[config.mk]
export PLATFORM = sky130hd
export DESIGN_NAME = styled_midpoint_circle_raster_top
export DESIGN_NICKNAME = d
export VERILOG_FILES = /design/src/hw/rtl/scr_pkg.sv /design/src/hw/rtl/scr_front.sv /design/src/hw/rtl/scr_queue.sv /design/src/hw/rtl/scr_back.sv /design/src/hw/rtl/styled_midpoint_circle_raster_top.sv
export SDC_FILE = /design/constraint.sdc
export NUM_CORES = 1
export LEC_CHECK = 0
export BUFFER_PORTS_ARGS = -buffer_cell sky130_fd_sc_hd__buf_4
export CAP_MARGIN = 20
export CORE_MARGIN = 1.5
export CORE_UTILIZATION = 46
export CTS_BUF_LIST = sky130_fd_sc_hd__clkbuf_8
export CTS_CLUSTER_DIAMETER = 40
export DETAILED_ROUTE_END_ITERATION = 16
export PLACE_DENSITY_LB_ADDON = 0.2
export SLEW_MARGIN = 20
export SYNTH_ARGS = -nofsm -noshare
export SYNTH_HDL_FRONTEND = slang
export SYNTH_SLANG_ARGS = --single-unit
[constraint.sdc]
create_clock -name clk -period 12.9 [get_ports clk]
set_input_delay 2.58 -clock clk [delete_from_list [all_inputs] [get_ports clk]]
set_output_delay 2.58 -clock clk [all_outputs]
set_load 0.01 [all_outputs]
[src/hw/rtl/scr_pkg.sv]
// ----------------------------------------------------------------------------
// scr_pkg
// Shared types, codes and helpers of the styled midpoint circle rasterizer.
// ----------------------------------------------------------------------------
package scr_pkg;

  // field widths
  localparam int CoordBits  = 12;
  localparam int OffBits    = 13;
  localparam int StepBits   = 14;
  localparam int ErrBits    = 17;
  localparam int PixBits    = 14;
  localparam int ColorBits  = 8;
  localparam int StyleBits  = 3;
  localparam int PhaseBits  = 4;
  localparam int CfgIdxBits = 1;

  // pattern period is nine steps, phases 0..8
  localparam logic [PhaseBits-1:0] PhaseLast = 4'd8;

  // configuration register indexes
  localparam logic [CfgIdxBits-1:0] CFG_LINE_STYLE  = 1'b0;
  localparam logic [CfgIdxBits-1:0] CFG_PIXEL_COLOR = 1'b1;

  // line style codes
  localparam logic [StyleBits-1:0] STYLE_SOLID    = 3'd1;
  localparam logic [StyleBits-1:0] STYLE_DASH     = 3'd2;
  localparam logic [StyleBits-1:0] STYLE_DOTTED   = 3'd3;
  localparam logic [StyleBits-1:0] STYLE_DASH_DOT = 3'd4;

  // reset values of the configuration registers
  localparam logic [StyleBits-1:0] StyleReset = STYLE_SOLID;
  localparam logic [ColorBits-1:0] ColorReset = 8'd15;

  // one step request handed from the front to the back
  typedef struct packed {
    logic [CoordBits-1:0]      cx;
    logic [CoordBits-1:0]      cy;
    logic signed [OffBits-1:0] x;
    logic signed [OffBits-1:0] y;
    logic [ColorBits-1:0]      color;
    logic                      draw;
    logic                      done;
  } job_t;

  // queue status seen by front and back
  typedef struct packed {
    logic full;
    logic empty;
  } q_stat_t;

  // does the style draw at this pattern phase
  function automatic logic style_draws(input logic [StyleBits-1:0] style,
                                       input logic [PhaseBits-1:0] ph);
    logic r;
    case (style)
      STYLE_SOLID:    r = 1'b1;
      STYLE_DASH:     r = (ph < 4'd6);
      STYLE_DOTTED:   r = (ph == 4'd0);
      STYLE_DASH_DOT: r = ((ph >= 4'd2) && (ph <= 4'd6)) || (ph == PhaseLast);
      default:        r = 1'b0;
    endcase
    return r;
  endfunction

endpackage

[src/hw/rtl/scr_front.sv]
// ----------------------------------------------------------------------------
// scr_front
// Accepts start and advance requests, queues a job for each, holds the circle
// state and configuration and runs a midpoint step per advance while active.
// ----------------------------------------------------------------------------
module scr_front import scr_pkg::*; (
  input  logic                  clk,
  input  logic                  rst,
  input  logic                  req_valid,
  output logic                  req_ready,
  input  logic                  start_req,
  input  logic [CoordBits-1:0]  center_x,
  input  logic [CoordBits-1:0]  center_y,
  input  logic [CoordBits-1:0]  radius,
  input  logic                  cfg_we,
  input  logic [CfgIdxBits-1:0] cfg_index,
  input  logic [ColorBits-1:0]  cfg_wdata,
  input  q_stat_t               q_stat,
  output logic                  push,
  output job_t                  push_job
);

  logic [StyleBits-1:0]       line_style;
  logic [ColorBits-1:0]       pixel_color;
  logic [CoordBits-1:0]       centre_x_reg, centre_y_reg, radius_reg;
  logic signed [OffBits-1:0]  offset_x, offset_y, offset_x_next, offset_y_next;
  logic [StepBits-1:0]        step_dx, step_dy, step_dx_next, step_dy_next;
  logic signed [ErrBits-1:0]  decision_error, decision_error_next;
  logic [PhaseBits-1:0]       pattern_phase, pattern_phase_next;
  logic                       active, active_next;

  logic [StepBits-1:0]        dx_plus2;
  logic signed [ErrBits-1:0]  two_r, err_x, err_mid;
  logic                       step_done, accept;

  assign req_ready = !q_stat.full;
  assign accept    = req_valid && req_ready;
  assign push      = accept;

  // configuration registers
  always_ff @(posedge clk) begin
    if (rst) begin
      line_style  <= StyleReset;
      pixel_color <= ColorReset;
    end else if (cfg_we) begin
      case (cfg_index)
        CFG_LINE_STYLE:  line_style  <= cfg_wdata[StyleBits-1:0];
        CFG_PIXEL_COLOR: pixel_color <= cfg_wdata;
        default: ;
      endcase
    end
  end

  // midpoint step: x check first, y check sees the updated error
  always_comb begin
    two_r    = signed'({{(ErrBits-CoordBits-1){1'b0}}, radius_reg, 1'b0});
    dx_plus2 = step_dx + StepBits'(2);
    err_x    = decision_error + signed'({{(ErrBits-StepBits){1'b0}}, dx_plus2}) - two_r;

    offset_x_next = offset_x;
    step_dx_next  = step_dx;
    err_mid       = decision_error;
    if (decision_error > 0) begin
      offset_x_next = offset_x - OffBits'(1);
      step_dx_next  = dx_plus2;
      err_mid       = err_x;
    end

    offset_y_next       = offset_y;
    step_dy_next        = step_dy;
    decision_error_next = err_mid;
    if (err_mid <= 0) begin
      offset_y_next       = offset_y + OffBits'(1);
      decision_error_next = err_mid + signed'({{(ErrBits-StepBits){1'b0}}, step_dy});
      step_dy_next        = step_dy + StepBits'(2);
    end

    pattern_phase_next = (pattern_phase >= PhaseLast) ? '0 : pattern_phase + PhaseBits'(1);
    step_done          = (offset_x_next < offset_y_next);
    active_next        = !step_done;
  end

  // job built from the state before the step
  always_comb begin
    push_job.cx    = centre_x_reg;
    push_job.cy    = centre_y_reg;
    push_job.x     = offset_x;
    push_job.y     = offset_y;
    push_job.color = pixel_color;
    push_job.draw  = 1'b0;
    push_job.done  = 1'b1;
    if (start_req) begin
      push_job.done = (radius == '0);
    end else if (active) begin
      push_job.draw = style_draws(line_style, pattern_phase);
      push_job.done = step_done;
    end
  end

  // circle state
  always_ff @(posedge clk) begin
    if (rst) begin
      centre_x_reg   <= '0;
      centre_y_reg   <= '0;
      radius_reg     <= '0;
      offset_x       <= '0;
      offset_y       <= '0;
      step_dx        <= StepBits'(1);
      step_dy        <= StepBits'(1);
      decision_error <= '0;
      pattern_phase  <= '0;
      active         <= 1'b0;
    end else if (accept) begin
      if (start_req) begin
        centre_x_reg   <= center_x;
        centre_y_reg   <= center_y;
        radius_reg     <= radius;
        offset_x       <= signed'({1'b0, radius}) - OffBits'(1);
        offset_y       <= '0;
        step_dx        <= StepBits'(1);
        step_dy        <= StepBits'(1);
        decision_error <= ErrBits'(1) - signed'({{(ErrBits-CoordBits-1){1'b0}}, radius, 1'b0});
        pattern_phase  <= '0;
        active         <= (radius != '0);
      end else if (active) begin
        offset_x       <= offset_x_next;
        offset_y       <= offset_y_next;
        step_dx        <= step_dx_next;
        step_dy        <= step_dy_next;
        decision_error <= decision_error_next;
        pattern_phase  <= pattern_phase_next;
        active         <= active_next;
      end
    end
  end

endmodule

[src/hw/rtl/scr_queue.sv]
// ----------------------------------------------------------------------------
// scr_queue
// Two-entry job queue between the step front and the pixel back.
// ----------------------------------------------------------------------------
module scr_queue import scr_pkg::*; (
  input  logic    clk,
  input  logic    rst,
  input  logic    push,
  input  job_t    push_job,
  input  logic    pop,
  output job_t    head,
  output q_stat_t q_stat
);

  job_t       slots [2];
  logic       wr_ptr, rd_ptr;
  logic [1:0] count;

  assign head         = slots[rd_ptr];
  assign q_stat.full  = (count == 2'd2);
  assign q_stat.empty = (count == 2'd0);

  // entry storage
  always_ff @(posedge clk) begin
    if (push) begin
      slots[wr_ptr] <= push_job;
    end
  end

  // pointers and fill count
  always_ff @(posedge clk) begin
    if (rst) begin
      wr_ptr <= 1'b0;
      rd_ptr <= 1'b0;
      count  <= 2'd0;
    end else begin
      if (push) wr_ptr <= !wr_ptr;
      if (pop)  rd_ptr <= !rd_ptr;
      count <= count + 2'(push) - 2'(pop);
    end
  end

`ifndef ASSERT_OFF
  a_no_overflow: assert property (@(posedge clk) disable iff (rst)
    q_stat.full |-> !push || pop)
    else $error("job queue overflow");
  a_no_underflow: assert property (@(posedge clk) disable iff (rst)
    pop |-> !q_stat.empty)
    else $error("job queue underflow");
`endif

endmodule

[src/hw/rtl/scr_back.sv]
// ----------------------------------------------------------------------------
// scr_back
// Turns each queued job into one status result or eight octant pixels,
// one result per cycle while res_ready allows, through an output register.
// ----------------------------------------------------------------------------
module scr_back import scr_pkg::*; (
  input  logic                      clk,
  input  logic                      rst,
  input  job_t                      head,
  input  q_stat_t                   q_stat,
  output logic                      pop,
  output logic                      res_valid,
  input  logic                      res_ready,
  output logic signed [PixBits-1:0] pixel_x,
  output logic signed [PixBits-1:0] pixel_y,
  output logic [ColorBits-1:0]      color,
  output logic                      pixel_valid,
  output logic                      last_of_step,
  output logic                      circle_done
);

  logic [2:0]         octant;
  logic               load, last_item, swap, neg_x, neg_y;
  logic [PixBits-1:0] cx_w, cy_w, x_w, y_w, ax, ay, px, py;

  assign load      = !res_valid || res_ready;
  assign last_item = !head.draw || (octant == 3'd7);
  assign pop       = load && !q_stat.empty && last_item;

  // octant symmetry: swap x/y on octants 1,2,5,6, mirror x on 2..5, mirror y on 4..7
  always_comb begin
    swap  = octant[0] ^ octant[1];
    neg_x = octant[1] ^ octant[2];
    neg_y = octant[2];
    cx_w  = {{(PixBits-CoordBits){1'b0}}, head.cx};
    cy_w  = {{(PixBits-CoordBits){1'b0}}, head.cy};
    x_w   = {{(PixBits-OffBits){head.x[OffBits-1]}}, head.x};
    y_w   = {{(PixBits-OffBits){head.y[OffBits-1]}}, head.y};
    ax    = swap ? y_w : x_w;
    ay    = swap ? x_w : y_w;
    px    = neg_x ? cx_w - ax : cx_w + ax;
    py    = neg_y ? cy_w - ay : cy_w + ay;
  end

  // output register and octant counter
  always_ff @(posedge clk) begin
    if (rst) begin
      res_valid <= 1'b0;
      octant    <= '0;
    end else if (load) begin
      res_valid <= !q_stat.empty;
      if (!q_stat.empty) begin
        octant <= last_item ? 3'd0 : octant + 3'd1;
      end
    end
  end

  // result payload
  always_ff @(posedge clk) begin
    if (load && !q_stat.empty) begin
      pixel_x      <= head.draw ? signed'(px) : '0;
      pixel_y      <= head.draw ? signed'(py) : '0;
      color        <= head.draw ? head.color : '0;
      pixel_valid  <= head.draw;
      last_of_step <= last_item;
      circle_done  <= head.done;
    end
  end

`ifndef ASSERT_OFF
  a_mid_job_present: assert property (@(posedge clk) disable iff (rst)
    (octant != 3'd0) |-> !q_stat.empty)
    else $error("octant count running without a job");
  a_status_is_last: assert property (@(posedge clk) disable iff (rst)
    (res_valid && !pixel_valid) |-> last_of_step)
    else $error("status result not marked last");
  a_pixel_count: assert property (@(posedge clk) disable iff (rst)
    (res_valid && pixel_valid && !last_of_step) |-> (octant != 3'd0))
    else $error("octant count lost mid step");
`endif

endmodule

[src/hw/rtl/styled_midpoint_circle_raster_top.sv]
// an accepted request is written into the job queue, then into the back's output register
// throughput: the front takes one request per cycle while the queue is not full; the back
//   sends one result a cycle while res_ready allows: eight for a drawn step, else one
// a two-entry job queue lets the front run ahead of the pixel back
// reset (synchronous, active high) clears circle state, queue and output, style 1, color 15
// ----------------------------------------------------------------------------
// styled_midpoint_circle_raster_top
// Styled midpoint circle rasterizer with eight-way symmetry.
// ----------------------------------------------------------------------------
module styled_midpoint_circle_raster_top import scr_pkg::*; (
  input  logic                      clk,
  input  logic                      rst,
  input  logic                      req_valid,
  output logic                      req_ready,
  input  logic                      start_req,
  input  logic [CoordBits-1:0]      center_x,
  input  logic [CoordBits-1:0]      center_y,
  input  logic [CoordBits-1:0]      radius,
  input  logic                      cfg_we,
  input  logic [CfgIdxBits-1:0]     cfg_index,
  input  logic [ColorBits-1:0]      cfg_wdata,
  output logic                      res_valid,
  input  logic                      res_ready,
  output logic signed [PixBits-1:0] pixel_x,
  output logic signed [PixBits-1:0] pixel_y,
  output logic [ColorBits-1:0]      color,
  output logic                      pixel_valid,
  output logic                      last_of_step,
  output logic                      circle_done
);

  q_stat_t q_stat;
  job_t    push_job, head;
  logic    push, pop;

  // step front
  scr_front u_front (
    .clk       (clk),
    .rst       (rst),
    .req_valid (req_valid),
    .req_ready (req_ready),
    .start_req (start_req),
    .center_x  (center_x),
    .center_y  (center_y),
    .radius    (radius),
    .cfg_we    (cfg_we),
    .cfg_index (cfg_index),
    .cfg_wdata (cfg_wdata),
    .q_stat    (q_stat),
    .push      (push),
    .push_job  (push_job)
  );

  // job queue
  scr_queue u_queue (
    .clk      (clk),
    .rst      (rst),
    .push     (push),
    .push_job (push_job),
    .pop      (pop),
    .head     (head),
    .q_stat   (q_stat)
  );

  // pixel back
  scr_back u_back (
    .clk          (clk),
    .rst          (rst),
    .head         (head),
    .q_stat       (q_stat),
    .pop          (pop),
    .res_valid    (res_valid),
    .res_ready    (res_ready),
    .pixel_x      (pixel_x),
    .pixel_y      (pixel_y),
    .color        (color),
    .pixel_valid  (pixel_valid),
    .last_of_step (last_of_step),
    .circle_done  (circle_done)
  );

endmodule
==> reports/qor.txt, run 1 <==
Register-to-Register Path Depth = 25
Most flops, register = u_queue.slots
Synthesized Nets = 1808
final critical-path share of the clock period = 0.565
core area = 0.0344 sq mm
TritonCTS Sinks = 291
H-tree lvl count = 2
# setup viols final = 0
Syn Inst Count = 1661
number of flops mapped to enable cells by yosys = 159
Longest Clk Path Bufs = 3
worst-skew pair later-pin latency = 0.62 ns
Primary FF master, synth = edfxtp_1
Post-layout nets = 1898
first-pass GRT wire length = 63200 um
main area contributors after synthesis = edfxtp_1 (30%), dfxtp_1 (16%), ha_1 (6.3%), a21oi_1 (4.7%), nand2_1 (4.5%)
Overflow after GRT = 0
Clk pin slew, worst setup/hold paths = 0.06 ns
post-layout instance area = 0.0183 sq mm
placer congestion estimate = 0.917
count of cell types in the netlist = 79
cts repair resizes = 0
max FFs per register = 120
peak supply drop = 0.113 mV
Achievable Freq = 0.137 GHz
setup_tns = 0 ns
unrepaired setup endpoints after global routing = no
Power Dens Cells = 227 mW/mm^2
Max-cap violations = 0
worst path arrival time = 7.62 ns
die width = 190 um
clock share of power = 0.228
Seq pwr share = 0.306
DRC Markers = 0
area grow syn2layout = 14.5%
synthesized area per cell = 9.64 sq um
vias in the first global route = 12.1k
max-slew violation count = 0
wire per inst = 17.7 um
Post-Syn Area = 0.0160 sq mm
Worst slew margin = 0.299
Die Ht = 190 um
worst min path class = reg -> reg
outcome = completed
Root Buffer = clkbuf_8
Synth top area share = 0.298
Routed Antenna Nets = 0
crit-path max FO = 28
share of cells above drive strength 1 = 0.140
sequential share of the synthesized area = 0.463
Die ar. = 0.0360 sq mm
worst hold margin = 0.454 ns
count of hold-fix buffers inserted at cts = 0
row cnt = 68
Max Clock Skew = 0.0270 ns
Worst EP required = 13.23 ns
critical path class = reg -> reg
switch share = 0.394
Port-buffer cells = 91
hold path cells = 0
Crit-path slowest cell = o31a_1
CTS buffer count = 55
CP Capture Type = flop
YS warnings = 0
CP peak stage delay = 0.95 ns
drt pass-1 iters = 7
flops & latches, synth = 291
Via density = 5.49
CTS tree = done
final WL = 39800 um
ys async rst share = 0
post-DP HPWL = 28800 um
endpoints failing hold = 0
largest net degree at the start of global routing = 81
Diodes inserted = 0
minimum clock period = 7.28 ns
top cell type by total area after synthesis = edfxtp_1
leakage = 7.08 nW
IO Pins = 92
Core Util, Final = 0.534
Starting Density = 0.466
Multi-input gate area = 0.00810 sq mm
P_int = 2.52 mW
Placed Instance Area = 0.0171 sq mm
Logic pwr share = 0.466
Largest regs = u_queue.slots: 120 flops, u_front.decision_error: 17 flops
Worst Tran Pin Value = 1.05 ns
filler cell count = 3141
startpoint types = flop
global-route usage over all layers = 0.220
total net switching power = 1.64 mW
Storage cell area = 0.00742 sq mm
Post-CTS Setup Inserts = 0
1st-iter DRT viols = 800
antenna violations before repair = 0
routed vias = 12.4k
==> cells in the mapped netlist, types with 11 or more instances <==
library cell  number
nand2_1          190
nor2_1           181
edfxtp_1         159
a21oi_1          150
dfxtp_1          132
ha_1              81
o21ai_0           73
inv_1             72
xnor2_1           61
clkbuf_1          54
xor2_1            54
nor3_1            44
mux2_2            36
nand3_1           36
mux2i_1           34
and3_1            22
o21a_1            21
nor2b_1           16
fa_1              15
or3_1             14
a21o_1            13
and2_1            13
buf_1             12
nand4_1           12
o211ai_1          11
==> per-stage QoR <==
step           power, mW  setup WS, ns  cells
2_1_floorplan       2.70          6.59   1661
3_3_place_gp        3.18          5.91   2148
3_5_place_dp        3.23          5.69   2149
4_1_cts             4.19          5.70   2253
5_1_grt             4.47          4.97   2253
6_report            4.16          5.62   2253
==> metal layers <==
| metal | track usage | up-vias | part of all wire |
|---|---|---|---|
| li1 | - | 6133 | - |
| met3 | 0.0297 | 73 | 0.037 |
| met5 | 0 | - | 0 |
| met1 | 0.266 | 5915 | 0.43 |
| met2 | 0.398 | 255 | 0.51 |
| met4 | 0.0833 | 0 | 0.030 |
==> critical path, delay by kind of cell (launching register included) <==
| kind | cells | cell delay (ns) |
|---|---|---|
| AOI/OAI and AO/OA | 10 | 2.65 |
| xor gates and xnor gates | 2 | 0.29 |
| adders and majority gates | 4 | 1.52 |
| buffers and inverters | 1 | 0.04 |
| DFF | 1 | 0.40 |
| and+or+nand+nor | 8 | 2.10 |
==> cell type report <==
class / count / share of cell area
multi-input combinational: 1227 / 0.441
sequential: 291 / 0.404
clock buffer: 67 / 0.0503
timing repair buffer: 103 / 0.0428
tap: 455 / 0.0310
clock inverter: 37 / 0.0154
inverter: 73 / 0.0149
==> worst paths after layout <==
| kind | end | slack (ns) | startpoint |
|---|---|---|---|
| worst max-delay path | u_queue.slots[1][0]$_DFFE_PP_ | 5.62 | u_front.step_dx[3]$_SDFFE_PP0P_ |
| worst min-delay path | u_queue.slots[0][56]$_DFFE_PP_ | 0.45 | u_front.centre_x_reg[8]$_SDFFE_PP0P_ |
| worst max register to register | u_queue.slots[1][0]$_DFFE_PP_ | 5.62 | u_front.step_dx[3]$_SDFFE_PP0P_ |
| worst min register to register | u_queue.slots[0][56]$_DFFE_PP_ | 0.45 | u_front.centre_x_reg[8]$_SDFFE_PP0P_ |
==> power groups by stage <==
| stage | clock network, mW | logic (mW) | registers (mW) |
|---|---|---|---|
| 6_report | 0.948 | 1.94 | 1.27 |
| 5_1_grt | 1.01 | 2.16 | 1.29 |
| 3_3_place_gp | 0 | 1.90 | 1.29 |
| 4_1_cts | 0.969 | 1.94 | 1.28 |
| 3_5_place_dp | 0 | 1.93 | 1.30 |
| 2_1_floorplan | 0 | 1.41 | 1.29 |
==> kinds of logic after synthesis <==
logic type      after synthesis  share of synthesized area
compound gates              367                      0.144
mux                          70                     0.0466
buf+inv                     143                     0.0338
fa+ha+maj                    97                     0.0826
flops                       291                      0.463
xor+xnor                    115                     0.0629
simple gates                578                      0.167
==> layout by cell type (no fill, tap or decap), types with 7 or more instances in the layout <==
| cell | Yosys | layout |
|---|---|---|
| nand4_1 | 12 | 12 |
| and2_1 | 13 | 13 |
| a211oi_1 | 8 | 8 |
| xor2_1 | 54 | 54 |
| ha_1 | 81 | 81 |
| buf_4 | 0 | 102 |
| nor3b_1 | 8 | 8 |
| a22oi_1 | 7 | 7 |
| or3_1 | 14 | 14 |
| nor3_1 | 44 | 44 |
| a21o_1 | 13 | 13 |
| edfxtp_1 | 159 | 159 |
| o21a_1 | 21 | 21 |
| and3_1 | 22 | 21 |
| clkbuf_8 | 0 | 67 |
| o211ai_1 | 11 | 11 |
| xnor2_1 | 61 | 61 |
| mux2i_1 | 34 | 33 |
| nor4_1 | 9 | 9 |
| o21ai_0 | 73 | 72 |
| clkinv_2 | 0 | 7 |
| fa_1 | 15 | 15 |
| nor2_1 | 181 | 179 |
| a21boi_0 | 9 | 9 |
| inv_1 | 72 | 88 |
| nand3_1 | 36 | 36 |
| mux2_2 | 36 | 36 |
| dfxtp_1 | 132 | 131 |
| a21oi_1 | 150 | 150 |
| nor2b_1 | 16 | 16 |
| nand2_1 | 190 | 190 |
| a211o_1 | 8 | 8 |
No activity file was read; power rests on OpenSTA's default activity.
==> inputs of run 2 (changes only) <==
ABC_AREA = 1   (was unset)
clock period = 7.4 ns   (was 12.9 ns; I/O delays follow)
==> reports/qor.txt, run 2 <==
max-slew violation count = 0 (unchanged)
number of flops mapped to enable cells by yosys = 159 (unchanged)
setup_tns = 0 ns (unchanged)
Starting Density = 0.469 (+0.00325)
# setup viols final = 0 (unchanged)
Most flops, register = u_queue.slots
Storage cell area = 0.00742 sq mm (unchanged)
synthesized area per cell = 8.23 sq um (-15%)
total net switching power = 4.20 mW (+160%)
count of hold-fix buffers inserted at cts = 0 (unchanged)
Worst EP required = 7.78 ns (-5.45 ns)
Seq pwr share = 0.260 (-0.046)
1st-iter DRT viols = 945 (+18%)
CTS tree = done
crit-path max FO = 32 (+14%)
drt pass-1 iters = 7 (unchanged)
Post-CTS Setup Inserts = 0 (unchanged)
CP peak stage delay = 0.43 ns (-0.52 ns)
final setup margin = 1.50 ns (-4.11 ns)
filler cell count = 3224 (+2.6%)
worst min path class = reg -> reg
main area contributors after synthesis = edfxtp_1 (29%), dfxtp_1 (16%), nand2_1 (11%), ha_1 (6.2%), inv_1 (5.7%)
Diodes inserted = 0 (unchanged)
Longest Clk Path Bufs = 3 (unchanged)
Largest regs = u_queue.slots: 120 flops, u_front.decision_error: 17 flops
R2R setup slack = 1.50 ns (-4.11 ns)
outcome = completed
count of cell types in the netlist = 57 (-28%)
Synthesized Nets = 2121 (+17%)
cts repair resizes = 0 (unchanged)
sequential share of the synthesized area = 0.456 (-0.00660)
ys async rst share = 0 (unchanged)
CP Capture Type = flop
core area = 0.0346 sq mm (+0.74%)
vias in the first global route = 12.6k (+4.0%)
Post-Syn Area = 0.0163 sq mm (+1.4%)
row cnt = 68 (unchanged)
worst-skew pair later-pin latency = 0.62 ns (about the same)
max FFs per register = 120 (unchanged)
Clk pin slew, worst setup/hold paths = 0.06 ns (about the same)
most frequent cells in the layout = nand2_1 (462), inv_1 (262), nor2_1 (179)
Via density = 5.23 (-4.9%)
Logic pwr share = 0.574 (+0.108)
Crit-path slowest cell = fa_1
TritonCTS Sinks = 291 (unchanged)
YS warnings = 0 (unchanged)
DRC Markers = 0 (unchanged)
post-DP HPWL = 31100 um (+7.7%)
largest net degree at the start of global routing = 57 (-30%)
Syn Inst Count = 1974 (+19%)
Die Ht = 191 um (+0.71%)
placer congestion estimate = 0.911 (-0.73%)
routed vias = 13.4k (+8.6%)
peak supply drop = 0.297 mV (+160%)
Max Clock Skew = 0.0191 ns (-0.00787 ns)
endpoints failing hold = 0 (unchanged)
top-count cell post-synth = nand2_1
leakage = 8.24 nW (+16%)
first-pass GRT wire length = 67200 um (+6.3%)
dpl ws = 1.58 ns (-4.11 ns)
Post-layout nets = 2221 (+17%)
antenna violations before repair = 0 (unchanged)
P_int = 4.84 mW (+92%)
minimum clock period = 5.90 ns (-1.39 ns)
Achievable Freq = 0.170 GHz (+24%)
critical path class = reg -> reg
Synth top area share = 0.294 (-0.00425)
Primary FF master, synth = edfxtp_1
worst path arrival time = 6.28 ns (-1.34 ns)
Worst Tran Pin Value = 0.876 ns (-0.175 ns)
H-tree lvl count = 2 (unchanged)
CTS buffer count = 51 (-7.3%)
PnR Total Power = 9.04 mW (+120%)
Power Dens Cells = 490 mW/mm^2 (+120%)
IO Pins = 92 (unchanged)
share of cells above drive strength 1 = 0.110 (-0.0301)
post-layout instance area = 0.0185 sq mm (+0.65%)
Die ar. = 0.0365 sq mm (+1.4%)
commonest non-fill, non-tap cell in the layout = nand2_1
Overflow after GRT = 0 (unchanged)
Worst path most repeated cell = nand2_1
Port-buffer cells = 91 (unchanged)
unrepaired setup endpoints after global routing = no
Max-cap violations = 0 (unchanged)
clock share of power = 0.166 (-0.062)
Multi-input gate area = 0.00766 sq mm (-5.3%)
wire per inst = 16.5 um (-6.9%)
area grow syn2layout = 13.6%
Routed Antenna Nets = 0 (unchanged)
Placed Instance Area = 0.0174 sq mm (+1.5%)
final critical-path share of the clock period = 0.797 (+0.232)
Root Buffer = clkbuf_8
top cell type by total area after synthesis = edfxtp_1
global-route usage over all layers = 0.236 (+0.0161)
startpoint types = flop
top post-synthesis cells by count = nand2_1 (462), inv_1 (246), nor2_1 (183)
final WL = 42300 um (+6.3%)
die width = 191 um (+0.71%)
switch share = 0.465 (+0.0709)
flops & latches, synth = 291 (unchanged)
Worst slew margin = 0.416 (+0.116)
## run 2: cells by family (layout without fill, tap and decap cells)
| family | count (synthesis) | after routing | synth area share |
|---|---|---|---|
| AND/OR/NAND/NOR | 815 | 815 | 0.213 |
| AO/OA/AOI/OAI | 362 | 362 | 0.122 |
| buffers and inverters | 314 | 457 | 0.0744 |
| flip-flops | 291 | 291 | 0.456 |
| adder cells (fa/ha/maj) | 96 | 96 | 0.0808 |
| XOR/XNOR | 78 | 78 | 0.0420 |
| multiplexers | 18 | 18 | 0.0111 |
## run 2: final timing paths
check	from	depth (start not counted)	to
worst max-delay path	u_front.step_dx[1]$_SDFFE_PP0P_	34	u_queue.slots[1][0]$_DFFE_PP_
worst min register to register	u_front.centre_y_reg[4]$_SDFFE_PP0P_	0	u_queue.slots[1][40]$_DFFE_PP_
worst min-delay path	u_front.centre_y_reg[4]$_SDFFE_PP0P_	0	u_queue.slots[1][40]$_DFFE_PP_
worst max register to register	u_front.step_dx[1]$_SDFFE_PP0P_	34	u_queue.slots[1][0]$_DFFE_PP_
## run 2: stage by stage
stage          cells  utilization  hold WS, ns
2_1_floorplan   1974            -        0.420
3_3_place_gp    2476        0.502        0.425
3_5_place_dp    2476        0.502        0.433
4_1_cts         2572        0.533        0.449
5_1_grt         2572        0.533        0.462
6_report        2572        0.533        0.451
## run 2: power groups by stage
stage	Clock (mW)	Sequential (mW)	Combinational [mW]
floorplan	0	2.39	3.81
global placement	0	2.37	5.07
detailed placement	0	2.39	5.13
CTS	1.54	2.35	5.16
global route	1.61	2.38	5.94
finish	1.50	2.35	5.19
## run 2: layout make-up
class / instances / area share
Clock buffer: 61 / 0.0455
Clock inverter: 35 / 0.0123
Inverter: 257 / 0.0524
Multi-Input combinational cell: 1369 / 0.415
Sequential cell: 291 / 0.402
Tap cell: 455 / 0.0308
Timing Repair Buffer: 104 / 0.0423
## run 2: routing by layer
layer / up-vias / track usage / routed length, um
li1: 6751 / - / -
met1: 6196 / 0.323 / 19900
met2: 417 / 0.377 / 18800
met3: 79 / 0.0442 / 2550
met4: 0 / 0.0772 / 1100
met5: - / 0 / 0
## run 2: worst max-delay path: cells and delay by family (launching register included)
kind | cells | cell delay (ns)
xor gates and xnor gates | 2 | 0.33
buffers and inverters | 4 | 0.26
adders and majority gates | 3 | 1.02
and+or+nand+nor | 21 | 2.82
DFF | 1 | 0.42
AOI/OAI and AO/OA | 4 | 0.81
==> inputs of run 3 (changes only) <==
ABC_AREA = 0   (was 1)
clock period = 5.5 ns   (was 7.4 ns; I/O delays follow)
==> reports/qor.txt, run 3 (synthesized netlist as in run 1, its figures left out) <==
outcome = complete, but fails checks
failing checks = negative setup slack
Starting Density = 0.466 (-0.00325)
Max Clock Skew = 0.0255 ns (+0.00641 ns)
count of hold-fix buffers inserted at cts = 0 (unchanged)
CTS buffer count = 53 (+3.9%)
Core Util, Final = 0.563 (+0.0295)
placer congestion estimate = 0.931 (+2.3%)
share of cells above drive strength 1 = 0.213 (+0.103)
max-slew violation count = 0 (unchanged)
CTS tree = done
Max-cap violations = 0 (unchanged)
final setup margin = -0.562 ns (-2.06 ns)
DRC Markers = 0 (unchanged)
switch share = 0.396 (-0.0683)
wire per inst = 17.5 um (+6.1%)
endpoints failing hold = 0 (unchanged)
core area = 0.0344 sq mm (-0.74%)
crit-path max FO = 4 (-88%)
# setup viols final = 3 (+3)
P_int = 6.00 mW (+24%)
die width = 190 um (-0.70%)
Achievable Freq = 0.165 GHz (-2.7%)
Worst EP required = 5.84 ns (-1.94 ns)
largest net degree at the start of global routing = 58 (+1.8%)
vias in the first global route = 12.5k (-0.63%)
commonest non-fill, non-tap cell in the layout = buf_4
Clk pin slew, worst setup/hold paths = 0.06 ns (about the same)
critical path class = reg -> reg
row cnt = 68 (unchanged)
dpl ws = -0.761 ns (-2.34 ns)
post-DP HPWL = 30500 um (-1.9%)
max FFs per register = 120 (unchanged)
post-layout instance area = 0.0193 sq mm (+4.7%)
setup_tns = -1.68 ns (-1.68 ns)
Overflow after GRT = 0 (unchanged)
Port-buffer cells = 91 (unchanged)
routed vias = 12.9k (-3.9%)
antenna violations before repair = 0 (unchanged)
first-pass GRT wire length = 65400 um (-2.7%)
CP Capture Type = flop
PnR Total Power = 9.94 mW (+9.9%)
final critical-path share of the clock period = 1.10 (+0.305)
Via density = 5.45 (+4.2%)
Power Dens Cells = 514 mW/mm^2 (+4.9%)
unrepaired setup endpoints after global routing = yes
peak supply drop = 0.286 mV (-3.7%)
Die Ht = 190 um (-0.70%)
worst path arrival time = 6.41 ns (+0.13 ns)
Root Buffer = clkbuf_8
worst hold margin = 0.452 ns (+0.000409 ns)
Placed Instances = 2267 (-8.4%)
fin cells = 2373 (-7.7%)
Die ar. = 0.0360 sq mm (-1.4%)
global-route usage over all layers = 0.232 (-0.00402)
drt pass-1 iters = 5 (-2)
total net switching power = 3.94 mW (-6.3%)
TritonCTS Sinks = 291 (unchanged)
H-tree lvl count = 2 (unchanged)
Logic pwr share = 0.511 (-0.063)
area grow syn2layout = 20.8%
IO Pins = 92 (unchanged)
Post-layout nets = 2021 (-9.0%)
Diodes inserted = 0 (unchanged)
final WL = 41400 um (-2.1%)
most frequent cells in the layout = buf_4 (226), nand2_1 (190), nor2_1 (178)
clock share of power = 0.192 (+0.026)
worst min path class = reg -> reg
Worst slew margin = 0.410 (-0.00536)
Placed Instance Area = 0.0181 sq mm (+4.1%)
Worst Tran Pin Value = 0.881 ns (+0.00575 ns)
Most flops, register = u_queue.slots
Largest regs = u_queue.slots: 120 flops, u_front.decision_error: 17 flops
leakage = 7.68 nW (-6.8%)
1st-iter DRT viols = 644 (-32%)
Routed Antenna Nets = 0 (unchanged)
worst-skew pair later-pin latency = 0.63 ns (about the same)
minimum clock period = 6.06 ns (+0.164 ns)
startpoint types = flop
filler cell count = 3063 (-5.0%)
Seq pwr share = 0.297 (+0.037)
Longest Clk Path Bufs = 3 (unchanged)
==> run 3: changes by cell type in the layout (fill, tap and decap cells not counted), sizes merged, moves of 21 or more <==
cell,delta
and3,+22
buf,+124
inv,-177
mux2,+36
nand2,-278
nand3,-47
nor3,+27
o21ai,-83
or2,-21
xnor2,+39
==> run 3: what timing repair did <==
| item | CTS | global route |
|---|---|---|
| gates resized for setup | 12 | 18 |
| pin swaps | 9 | 6 |
| hold endpoints to repair | 0 | 0 |
| setup endpoints to repair | 3 | 3 |
| setup buffers | 1 | 6 |
==> run 3: worst max-delay path: stages (launching register included) <==
cell and delay [ns]:
dfxtp_2 0.32, and3_4 0.19, and3_4 0.21, nand3_2 0.09
xnor2_2 0.15, fa_1 0.53, ha_4 0.22, and2_4 0.16
a221o_1 0.38, a21oi_2 0.16, xnor2_2 0.09, o31a_1 0.31
or4b_4 0.56, o31ai_4 0.26, and3_4 0.24, and2_4 0.17
nand3_2 0.08, xor2_1 0.17, ha_1 0.30, nand4_1 0.14
a211o_1 0.26, a2bb2oi_2 0.13, o211ai_1 0.10, maj3_2 0.35
a21oi_4 0.15, a21boi_2 0.08
==> run 3: path summary, 6_finish.rpt <==
kind	slack (ns)	startpoint	to	cells past startpoint
hold reg to reg	0.45	u_front.centre_x_reg[11]$_SDFFE_PP0P_	u_queue.slots[1][59]$_DFFE_PP_	0
setup / recovery	-0.56	u_front.step_dx[5]$_SDFFE_PP0P_	u_queue.slots[0][0]$_DFFE_PP_	25
hold / removal	0.45	u_front.centre_x_reg[11]$_SDFFE_PP0P_	u_queue.slots[1][59]$_DFFE_PP_	0
setup reg to reg	-0.56	u_front.step_dx[5]$_SDFFE_PP0P_	u_queue.slots[0][0]$_DFFE_PP_	25
==> run 3: power groups by stage <==
stage | Clock (mW) | Sequential [mW] | Combinational (mW)
detailed placement | 0 | 3.00 | 4.97
global placement | 0 | 2.98 | 4.88
floorplan | 0 | 3.03 | 3.35
CTS | 1.96 | 2.96 | 5.03
global route | 2.06 | 2.99 | 5.66
finish | 1.91 | 2.95 | 5.08
==> run 3: routing by layer <==
layer / GRT usage / vias up / wire length [um]
li1: - / 6356 / -
met1: 0.274 / 6182 / 17600
met2: 0.407 / 288 / 20300
met3: 0.0454 / 98 / 1770
met4: 0.108 / 0 / 1750
met5: 0 / - / 0
==> run 3: layout make-up <==
class	instances	area (sq um)	area share
Clock inverter	42	216	0.0112
Timing Repair Buffer	228	1740	0.0898
Clock buffer	57	785	0.0406
Tap cell	455	569	0.0294
Multi-Input combinational cell	1227	8340	0.431
Inverter	73	274	0.0142
Sequential cell	291	7420	0.384
